[src/hdl/pol_pkg.sv]
// Shared types and constants for the positional ordered list.
// No dependencies; used by pol_store and positional_ordered_list.
package pol_pkg;

  localparam int unsigned DefCapacity = 16;
  localparam int unsigned ValueW      = 32;
  localparam int unsigned PosW        = 5;
  localparam int unsigned LenW        = 5;

  typedef enum logic [2:0] {
    CMD_INS_FRONT = 3'd0,
    CMD_INS_BACK  = 3'd1,
    CMD_INS_POS   = 3'd2,
    CMD_DEL_FRONT = 3'd3,
    CMD_DEL_BACK  = 3'd4,
    CMD_DEL_POS   = 3'd5,
    CMD_READ      = 3'd6
  } pol_cmd_e;

  typedef enum logic [1:0] {
    ST_OK    = 2'd0,
    ST_FULL  = 2'd1,
    ST_EMPTY = 2'd2,
    ST_RANGE = 2'd3
  } pol_status_e;

  // Shift request to the entry row
  typedef struct packed {
    logic ins;
    logic del;
  } pol_op_t;

endpackage

[src/hdl/pol_store.sv]
// Ordered list entry row: cells at or past the shift point move one place.
// Depends on pol_pkg.
module pol_store #(
  parameter int unsigned Capacity = pol_pkg::DefCapacity
) (
  input  logic                                clk_i,
  input  pol_pkg::pol_op_t                    op_i,
  input  logic [$clog2(Capacity)-1:0]         idx_i,
  input  logic signed [pol_pkg::ValueW-1:0]   data_i,
  output logic signed [pol_pkg::ValueW-1:0]   rd_data_o
);
  import pol_pkg::*;

  localparam int unsigned IdxW = $clog2(Capacity);

  logic signed [ValueW-1:0] entry_q [Capacity];

  // single read port, same index as the shift point
  assign rd_data_o = entry_q[idx_i];

  for (genvar i = 0; i < Capacity; i++) begin : g_cell
    localparam logic [IdxW-1:0] Here = IdxW'(i);
    logic                     en;
    logic signed [ValueW-1:0] entry_d;

    always_comb begin
      en      = 1'b0;
      entry_d = entry_q[i];
      if (op_i.ins) begin
        if (Here == idx_i) begin
          en      = 1'b1;
          entry_d = data_i;
        end else if (Here > idx_i) begin
          en      = 1'b1;
          entry_d = entry_q[(i > 0) ? i - 1 : 0];
        end
      end else if (op_i.del) begin
        if (Here >= idx_i && i < Capacity - 1) begin
          en      = 1'b1;
          entry_d = entry_q[(i < Capacity - 1) ? i + 1 : i];
        end
      end
    end

    always_ff @(posedge clk_i) begin
      if (en) begin
        entry_q[i] <= entry_d;
      end
    end
  end

endmodule

[src/hdl/positional_ordered_list.sv]
// Top level of the positional ordered list.
// Depends on pol_pkg and pol_store.

// Bounded ordered list of up to CAPACITY signed 32-bit values. Each input
// word carries one command: insert at front, back or a 1-based position,
// delete at front, back or a position, or read at a position. Every command
// yields exactly one result word with a status (ok, full, empty, position
// out of range), the value read or removed (zero otherwise) and the list
// length after the command, reported in 5 bits. Refused commands and the
// unused command code leave the list unchanged. Throughput is one command
// per cycle: entries from the shift point on shift one place in one pass,
// and the result is registered in an output register on acceptance. That
// register decouples the sides, so a new command is taken whenever the
// output register is empty or its word is being taken in the same cycle.
module positional_ordered_list #(
  parameter int unsigned CAPACITY = pol_pkg::DefCapacity
) (
  input  logic                              clk_i,
  input  logic                              rst_ni,
  input  logic                              in_valid_i,
  output logic                              in_ready_o,
  input  logic [2:0]                        command_i,
  input  logic signed [pol_pkg::ValueW-1:0] item_value_i,
  input  logic [pol_pkg::PosW-1:0]          position_i,
  output logic                              out_valid_o,
  input  logic                              out_ready_i,
  output logic [1:0]                        status_o,
  output logic signed [pol_pkg::ValueW-1:0] result_value_o,
  output logic [pol_pkg::LenW-1:0]          list_length_o
);
  import pol_pkg::*;

  localparam int unsigned IdxW = $clog2(CAPACITY);
  localparam int unsigned CntW = $clog2(CAPACITY + 1);
  // common width for position / count compares
  localparam int unsigned CmpW = (CntW > PosW) ? CntW : PosW;

  // list occupancy
  logic [CntW-1:0] count_q, count_d;

  // result register
  logic                     out_valid_q;
  pol_status_e              status_q;
  logic signed [ValueW-1:0] value_q;
  logic [LenW-1:0]          len_q;

  logic                     accept;
  logic                     full, empty;
  logic [CmpW-1:0]          pos_w, cnt_w, idx_w;
  pol_status_e              status_d;
  logic                     take;
  pol_op_t                  op;
  logic signed [ValueW-1:0] rd_data;

  assign in_ready_o = !out_valid_q || out_ready_i;
  assign accept     = in_valid_i && in_ready_o;

  assign full  = (count_q == CntW'(CAPACITY));
  assign empty = (count_q == '0);
  assign pos_w = CmpW'(position_i);
  assign cnt_w = CmpW'(count_q);

  // Decode: status, shift point and shift direction
  always_comb begin
    status_d = ST_OK;
    op       = '0;
    take     = 1'b0;
    idx_w    = '0;
    case (pol_cmd_e'(command_i))
      CMD_INS_FRONT, CMD_INS_BACK, CMD_INS_POS: begin
        if (full) begin
          status_d = ST_FULL;
        end else if (pol_cmd_e'(command_i) == CMD_INS_FRONT) begin
          op.ins = 1'b1;
        end else if (pol_cmd_e'(command_i) == CMD_INS_BACK) begin
          op.ins = 1'b1;
          idx_w  = cnt_w;
        end else if (pos_w == '0 || pos_w > cnt_w + CmpW'(1)) begin
          status_d = ST_RANGE;
        end else begin
          op.ins = 1'b1;
          idx_w  = pos_w - CmpW'(1);
        end
      end
      CMD_DEL_FRONT, CMD_DEL_BACK, CMD_DEL_POS, CMD_READ: begin
        if (empty) begin
          status_d = ST_EMPTY;
        end else if (pol_cmd_e'(command_i) == CMD_DEL_FRONT) begin
          op.del = 1'b1;
          take   = 1'b1;
        end else if (pol_cmd_e'(command_i) == CMD_DEL_BACK) begin
          op.del = 1'b1;
          take   = 1'b1;
          idx_w  = cnt_w - CmpW'(1);
        end else if (pos_w == '0 || pos_w > cnt_w) begin
          status_d = ST_RANGE;
        end else begin
          take   = 1'b1;
          op.del = (pol_cmd_e'(command_i) == CMD_DEL_POS);
          idx_w  = pos_w - CmpW'(1);
        end
      end
      default: begin
        // unused code: no change, ok status
      end
    endcase
    if (!accept) begin
      op = '0;
    end
  end

  always_comb begin
    count_d = count_q;
    if (op.ins) begin
      count_d = count_q + CntW'(1);
    end else if (op.del) begin
      count_d = count_q - CntW'(1);
    end
  end

  pol_store #(
    .Capacity(CAPACITY)
  ) u_store (
    .clk_i    (clk_i),
    .op_i     (op),
    .idx_i    (idx_w[IdxW-1:0]),
    .data_i   (item_value_i),
    .rd_data_o(rd_data)
  );

  logic [CmpW-1:0] len_w;
  assign len_w = CmpW'(count_d);

  always_ff @(posedge clk_i or negedge rst_ni) begin
    if (!rst_ni) begin
      count_q     <= '0;
      out_valid_q <= 1'b0;
    end else begin
      count_q <= count_d;
      if (accept) begin
        out_valid_q <= 1'b1;
      end else if (out_ready_i) begin
        out_valid_q <= 1'b0;
      end
    end
  end

  always_ff @(posedge clk_i) begin
    if (accept) begin
      status_q <= status_d;
      value_q  <= take ? rd_data : '0;
      len_q    <= len_w[LenW-1:0];
    end
  end

  assign out_valid_o    = out_valid_q;
  assign status_o       = status_q;
  assign result_value_o = value_q;
  assign list_length_o  = len_q;

endmodule

[config.mk]
export PLATFORM = sky130hd
export DESIGN_NAME = positional_ordered_list
export DESIGN_NICKNAME = d
export VERILOG_FILES = /design/src/hdl/pol_pkg.sv /design/src/hdl/pol_store.sv /design/src/hdl/positional_ordered_list.sv
export SDC_FILE = /design/constraint.sdc
export NUM_CORES = 2
export LEC_CHECK = 0
export CAP_MARGIN = 10
export CORE_UTILIZATION = 50
export DETAILED_ROUTE_END_ITERATION = 8
export DONT_BUFFER_PORTS = 1
export SLEW_MARGIN = 20
export SYNTH_ARGS = -nofsm -noshare
export SYNTH_HDL_FRONTEND = slang
export SYNTH_HIERARCHICAL = 1
export SYNTH_SLANG_ARGS = --single-unit
[constraint.sdc]
create_clock -name clk_i -period 20.1 [get_ports clk_i]
set_clock_uncertainty 0.05 [all_clocks]
set_input_delay 0 -clock clk_i [delete_from_list [all_inputs] [get_ports clk_i]]
set_output_delay 0 -clock clk_i [all_outputs]
set_load 0.03 [all_outputs]
### Yosys cells after proc, flatten, opt, wreduce, memory -nomap -nowiden

Memory sizes are Yosys's and may differ from the RTL's. A register that Yosys moved wholly into a read port is not among the register bits.
Cells that the tools add are included.

| word-level totals | value |
|---|---|
| bits in registers | 13 |
| latch bits | 0 |
| bits in writable memories | 512 |
| bits in read-only memories | 0 |
| bits of input ports | 44 |
| output and inout bits | 41 |
| logic and storage cells | 301 |
| memories | 1 |

Memories:

| name | depth | width | read ports | clocked after Yosys merged registers in | wr ports | line | source |
|---|---|---|---|---|---|---|---|
| u_store.entry_q | 16 | 32 | 17 | 1 | 16 | pol_store.sv:16 | `logic signed [ValueW-1:0] entry_q [Capacity];` |

| operators by class | value |
|---|---|
| add/sub/neg operators | 3 |
| multiply operators | 0 |
| divide/modulo/power cells | 0 |
| order comparisons | 33 |
| eq/ne operators | 22 |
| shifts and indexed selects | 0 |
| muxes and demuxes | 225 |
| bitwise gates (word level) | 0 |
| reductions and logical operators | 13 |

Operator list:

| operator | count |
|---|---|
| 32-bit two-way mux | 77 |
| 1-bit two-way mux | 127 |
| 4-bit == test, first input constant | 8 |
| 4-bit greater-than comparator, first input constant | 8 |
| 4-bit two-way mux | 8 |
| 4-bit >= comparator, first input constant | 7 |
| 2-bit two-way mux | 9 |
| 3-bit by 4-bit == test with 1-bit output, first input constant | 4 |
| 3-bit by 4-bit >= comparator with 1-bit output, first input constant | 4 |
| 3-bit by 4-bit greater-than comparator with 1-bit output, first input constant | 4 |
| 5-bit greater-than comparator | 2 |
| 5-bit logical NOT | 2 |
| 5-bit two-way mux | 2 |
| 3-bit == test, second input constant | 3 |
| 2-bit by 4-bit == test with 1-bit output, first input constant | 2 |
| 1-bit by 4-bit >= comparator with 1-bit output, first input constant | 2 |
| 2-bit by 4-bit >= comparator with 1-bit output, first input constant | 2 |
| 1-bit by 4-bit greater-than comparator with 1-bit output, first input constant | 2 |
| 2-bit by 4-bit greater-than comparator with 1-bit output, first input constant | 2 |
| 4-bit one-hot mux with 2 select lines | 1 |
| 3-bit by 2-bit == test with 1-bit output, second input constant | 2 |
| 5-bit by 1-bit adder with 5-bit output, second input constant | 1 |
| 5-bit == test, second input constant | 1 |
| 5-bit by 1-bit subtractor with 5-bit output, second input constant | 1 |
| other kinds (12) | 15 |

### Longest topological paths before layout

| depth | value |
|---|---|
| depth in word-level cells | 14 |
| depth in mapped cells | 18 |
| gate-level depth less buffers | 14 |

### By module

Netlist, hierarchy kept.

Modules (own cells, without submodules):

| module | instances | cells an instance | area an instance (sq um) | sequential area each (sq um) |
|---|---|---|---|---|
| pol_store | 1 | 2,426 | 29,577.1 | 15,374.7 |
| positional_ordered_list | 1 | 203 | 2,413.6 | 1,321.3 |

### Worst setup path after synthesis

OpenSTA, ideal clock, no wires.

| path | value |
|---|---|
| kind | register to register |
| from | reg out_valid_q (netlist: out_valid_o) |
| to | mem u_store.entry_q[5][0] (enable) |
| setup time | 0.470 ns |
| arrival time | 6.560 ns |
| data required time | 19.580 ns |
| path slack | 13.020 ns |
| stages on the path, launching flop included | 10 |
| buffers on the path | 3 |
| clock period less this slack | 7.080 ns |
| cell sequence | dfrtp_1 > nand2b_1 > and2_1 > clkbuf_1 > nand2_1 > nor2_2 > buf_2 > nor2_1 > clkbuf_1 > a211oi_1 |

RTL lines:

| what | line | source |
|---|---|---|
| start: declaration | positional_ordered_list.sv:42 | `logic out_valid_q;` |
| start signal: assignment | positional_ordered_list.sv:137 | `out_valid_q <= 1'b0;` |
| start signal: assignment | positional_ordered_list.sv:141 | `out_valid_q <= 1'b1;` |
| start signal: assignment | positional_ordered_list.sv:143 | `out_valid_q <= 1'b0;` |
| end: declaration | pol_store.sv:16 |  |

==> reports/results.ini <==
[run_status]
status = complete, no violations

[power]
maximum_vdd_ir_drop_mv = 0.0931
net-switching-power_mw = 1.43
p_int_mw = 2.81
combPwrFrac_pct = 31.3
pd_cells_nw_per_um2 = 121
netSwitchingFraction_pct = 33.7
p_seq_share_pct = 40.8
clockPowerShare_pct = 27.9
power.static_leakage_nw = 12.3

[die]
die-width_um = 255
core_um2 = 63200
die_y_um = 255
core.rowCount = 92
fp.dieArea_um2 = 65000
initial_utilization_pct = 50.6
io_pins = 85

[worst_setup_path]
worst_path_most_repeated_cell = buf_4
type_of_element_launching_the_critical_path = register
worstPathArrival_ns = 7.49
critical_path.slowest_cell = buf_4
timing.critical_path.to_type = register
crit_type = register to register
worst-r2r-cell-count = 14
crit_required_ns = 20.39
critical-path-max-stage-delay_ns = 0.85
worstPathCellList = inv_1 -> ha_1 -> inv_1 -> ha_1 -> and4_1 -> nor4bb_1 -> a311oi_2 -> nor2_4 -> buf_12 -> buf_4 -> buf_4 -> buf_4 -> buf_4 -> mux2_2
cp_max_fo = 238

[clock_network]
post_cts.repair.setup_buffers = 0
cts_max_path_buffers = 3
cts_made_buffers = 67
ctsRootBufferMaster = clkbuf_16
tritoncts = done
htree_num_levels = 3
clock_insertion_delay_worst_skew_ns = 0.60
clkTransAtPathRegs_ns = 0.05
clock-sinks = 557

[global_route]
met3_usage_pct = 4.10
groute.usage.overall_pct = 26.9
grt-ovfl-total = 0
first_pass_grt_wire_length_mm = 131
grt_peak_use_layer = met2
grtUsageMet1_pct = 37.7
gr-usage-met2_pct = 42.9
grt_antenna_before_repair = 6
grt_max_degree = 286
vias_in_the_first_global_route = 20655

[detailed_routing]
dr_total_vias = 21224
avgRoutedWirePerCell_um = 25.2
drt_pass1_iterations = 5
via_count_normalized_by_instance_count = 6.17
dr.first_iter.drc_count = 1932
totalWireLength_mm = 86.6
remaining_drc_errors = 0
drt.antenna.violating_nets = 0

[yosys]
synth.yosys.seq_area_share_pct = 52.2
synth_top_flop_cell = edfxtp_1
postSynthAreaPerCell_um2 = 12.2
mappedNetlistArea_um2 = 32000
synth_nets = 2687
count_of_distinct_cell_types_in_the_synthesized_netlist = 53
synth-edff-count = 551
synth_async_sr_flop_share_pct = 1.08
yosys_register_bits = 557
synthesis.yosys.warnings = 6
synthesis.instances = 2629

[timing]
grt_setup_unrepaired = false
clock_period_minus_final_worst_setup_slack_ns = 7.19
setup_slack_ns = 12.91
setup_viol = 0
max_slew_margin_pct = 24.1
final.period_utilization_pct = 35.8
max_transition_viols_final = 0
hold_viol = 0
fmax_mhz = 139
worst-slew-pin-transition_ns = 1.14
timing.setup.tns_ns = 0

[cells_and_area]
final_nets = 2602
areaGrowthSynthToFinish_pct = 9.78
number_of_standard_cells_in_the_layout_taps_in_and_fillers_out = 3438
drive_gt1_share_pct = 14.8

[placement]
place_hpwl_mm = 49.4
place.detailed.instances = 3278
pre_cts_slack_ns = 13.18
gp_congestion = 0.840
buffer_ports.inserted = 0

[hold_path]
hold_class = primary input to register
hold_path_depth = 5

[job]
timing.max_cap.violations = 0

path summary, 6_finish.rpt:
| kind | start | end | slack (ns) |
|---|---|---|---|
| min in group asynchronous | rst_ni | out_valid_o | 0.28 |
| worst max-delay path | cnt_w[0] | u_store/entry_q[0][13] | 12.91 |
| worst min-delay path | command_i[1] | cnt_w[3] | 0.06 |
| worst min register to register | u_store/entry_q[15][11] | u_store/entry_q[14][11] | 0.55 |
| worst max register to register | cnt_w[0] | u_store/entry_q[0][13] | 12.91 |
| max in group asynchronous | rst_ni | cnt_w[0] | 19.45 |
metrics by stage:
| step | area, um2 | utilization, % | hold slack (ns) | total power, mW |
|---|---|---|---|---|
| after floorplan | 32000 | - | -0.346 | 2.66 |
| after global placement | 32500 | 51.5 | -0.345 | 3.02 |
| after detailed placement | 32600 | 51.5 | -0.345 | 3.05 |
| after CTS | 35100 | 55.5 | 0.0420 | 4.27 |
| after global routing | 35100 | 55.6 | 0.0988 | 4.43 |
| final | 35100 | 55.6 | 0.0630 | 4.24 |
final cells by class:
| cell class | count | area (um2) |
|---|---|---|
| multi-input combinational | 1811 | 14300 |
| timing repair buffer | 96 | 912 |
| tap | 846 | 1060 |
| clock buffer | 80 | 1810 |
| antenna | 1 | 2.50 |
| sequential | 557 | 16700 |
| clock inverter | 36 | 293 |
| inverter | 11 | 41.3 |
| fill | 5173 | 28100 |
metal layers:
metal  wire [um]  vias up
li1            -     9817
met1       38000    10558
met2       41200      684
met3        5120      155
met4        2340       10
met5          57        -
synthesized netlist by cell type, types with 4 or more instances:
master    count  area share (%)
o221ai_1      5            0.14
buf_4        42            0.99
and4bb_2      4            0.16
buf_2        47            0.74
nor3_1        6           0.094
clkbuf_1    136             1.6
a21oi_1     461             7.2
nand2_1      41            0.48
nor2_1      468             5.5
nor4b_4       4            0.30
a22oi_1      66             1.5
ha_1         14            0.55
mux2i_1     448              14
edfxtp_1    551              52
xnor2_1       8            0.22
o21ai_1       4           0.063
mux2_2       64             2.3
dfrtp_1       6            0.47
buf_6        18            0.63
mux4_2      128             9.0
inv_1        11            0.13
buf_1         7           0.082
nand4b_2      4            0.19
nand3_1       9            0.14
and2_1       34            0.66
critical path, delay by kind of cell (launching register included):
family | cells | cell delay (ns)
adders and majority gates | 2 | 0.71
buffers and inverters | 7 | 3.79
AOI/OAI and AO/OA | 1 | 0.15
muxes | 1 | 0.41
and+or+nand+nor | 3 | 0.79
DFF | 1 | 0.55
flip-flops by register name (all words and copies together), names as in the netlist:
| register | flops |
|---|---|
| cnt_w | 5 |
| list_length_o | 5 |
| out_valid_o | 1 |
| result_value_o | 32 |
| status_o | 2 |
| u_store/entry_q | 512 |
cell usage in the layout (no fill, tap or decap), types with 3 or more instances in the layout:
master / instances
a21oi_1: 456
and2_1: 32
edfxtp_1: 551
nor3_1: 6
nor2_4: 8
a22oi_1: 66
clkinv_2: 10
nand2b_1: 3
buf_12: 5
nand3_1: 8
nor4b_4: 5
o221ai_4: 4
xnor2_1: 8
and4bb_2: 4
buf_4: 47
bufinv_16: 5
dfrtp_1: 6
ha_1: 14
inv_1: 10
clkinv_1: 18
mux4_2: 128
mux2i_1: 448
clkbuf_1: 9
nand2_1: 41
o21ai_1: 4
nand4b_4: 4
a21oi_4: 5
mux2_2: 64
nor2_1: 460
clkbuf_16: 71
dlygate4sd3_1: 42
kinds of logic after synthesis:
group | share of synthesized area [%]
muxes | 25.3
DFF | 52.2
xor gates and xnor gates | 0.246
AOI/OAI and AO/OA | 9.57
buffers and inverters | 4.16
and+or+nand+nor | 8.00
adders and majority gates | 0.548
power groups by stage:
| stage | logic [mW] | clock network [mW] | registers (mW) |
|---|---|---|---|
| 2_1_floorplan | 0.957 | 0 | 1.71 |
| 3_3_place_gp | 1.28 | 0 | 1.74 |
| 3_5_place_dp | 1.31 | 0 | 1.75 |
| 4_1_cts | 1.33 | 1.21 | 1.73 |
| 5_1_grt | 1.43 | 1.25 | 1.75 |
| 6_report | 1.33 | 1.18 | 1.73 |
repair_timing:
action | in CTS | in global routing
endpoints found under the setup margin | 0 | 0
hold buffers | 42 | 0
gates resized for setup | 0 | 0
endpoints found under the hold margin | 529 | 0
(Power assumes the default switching activity.)
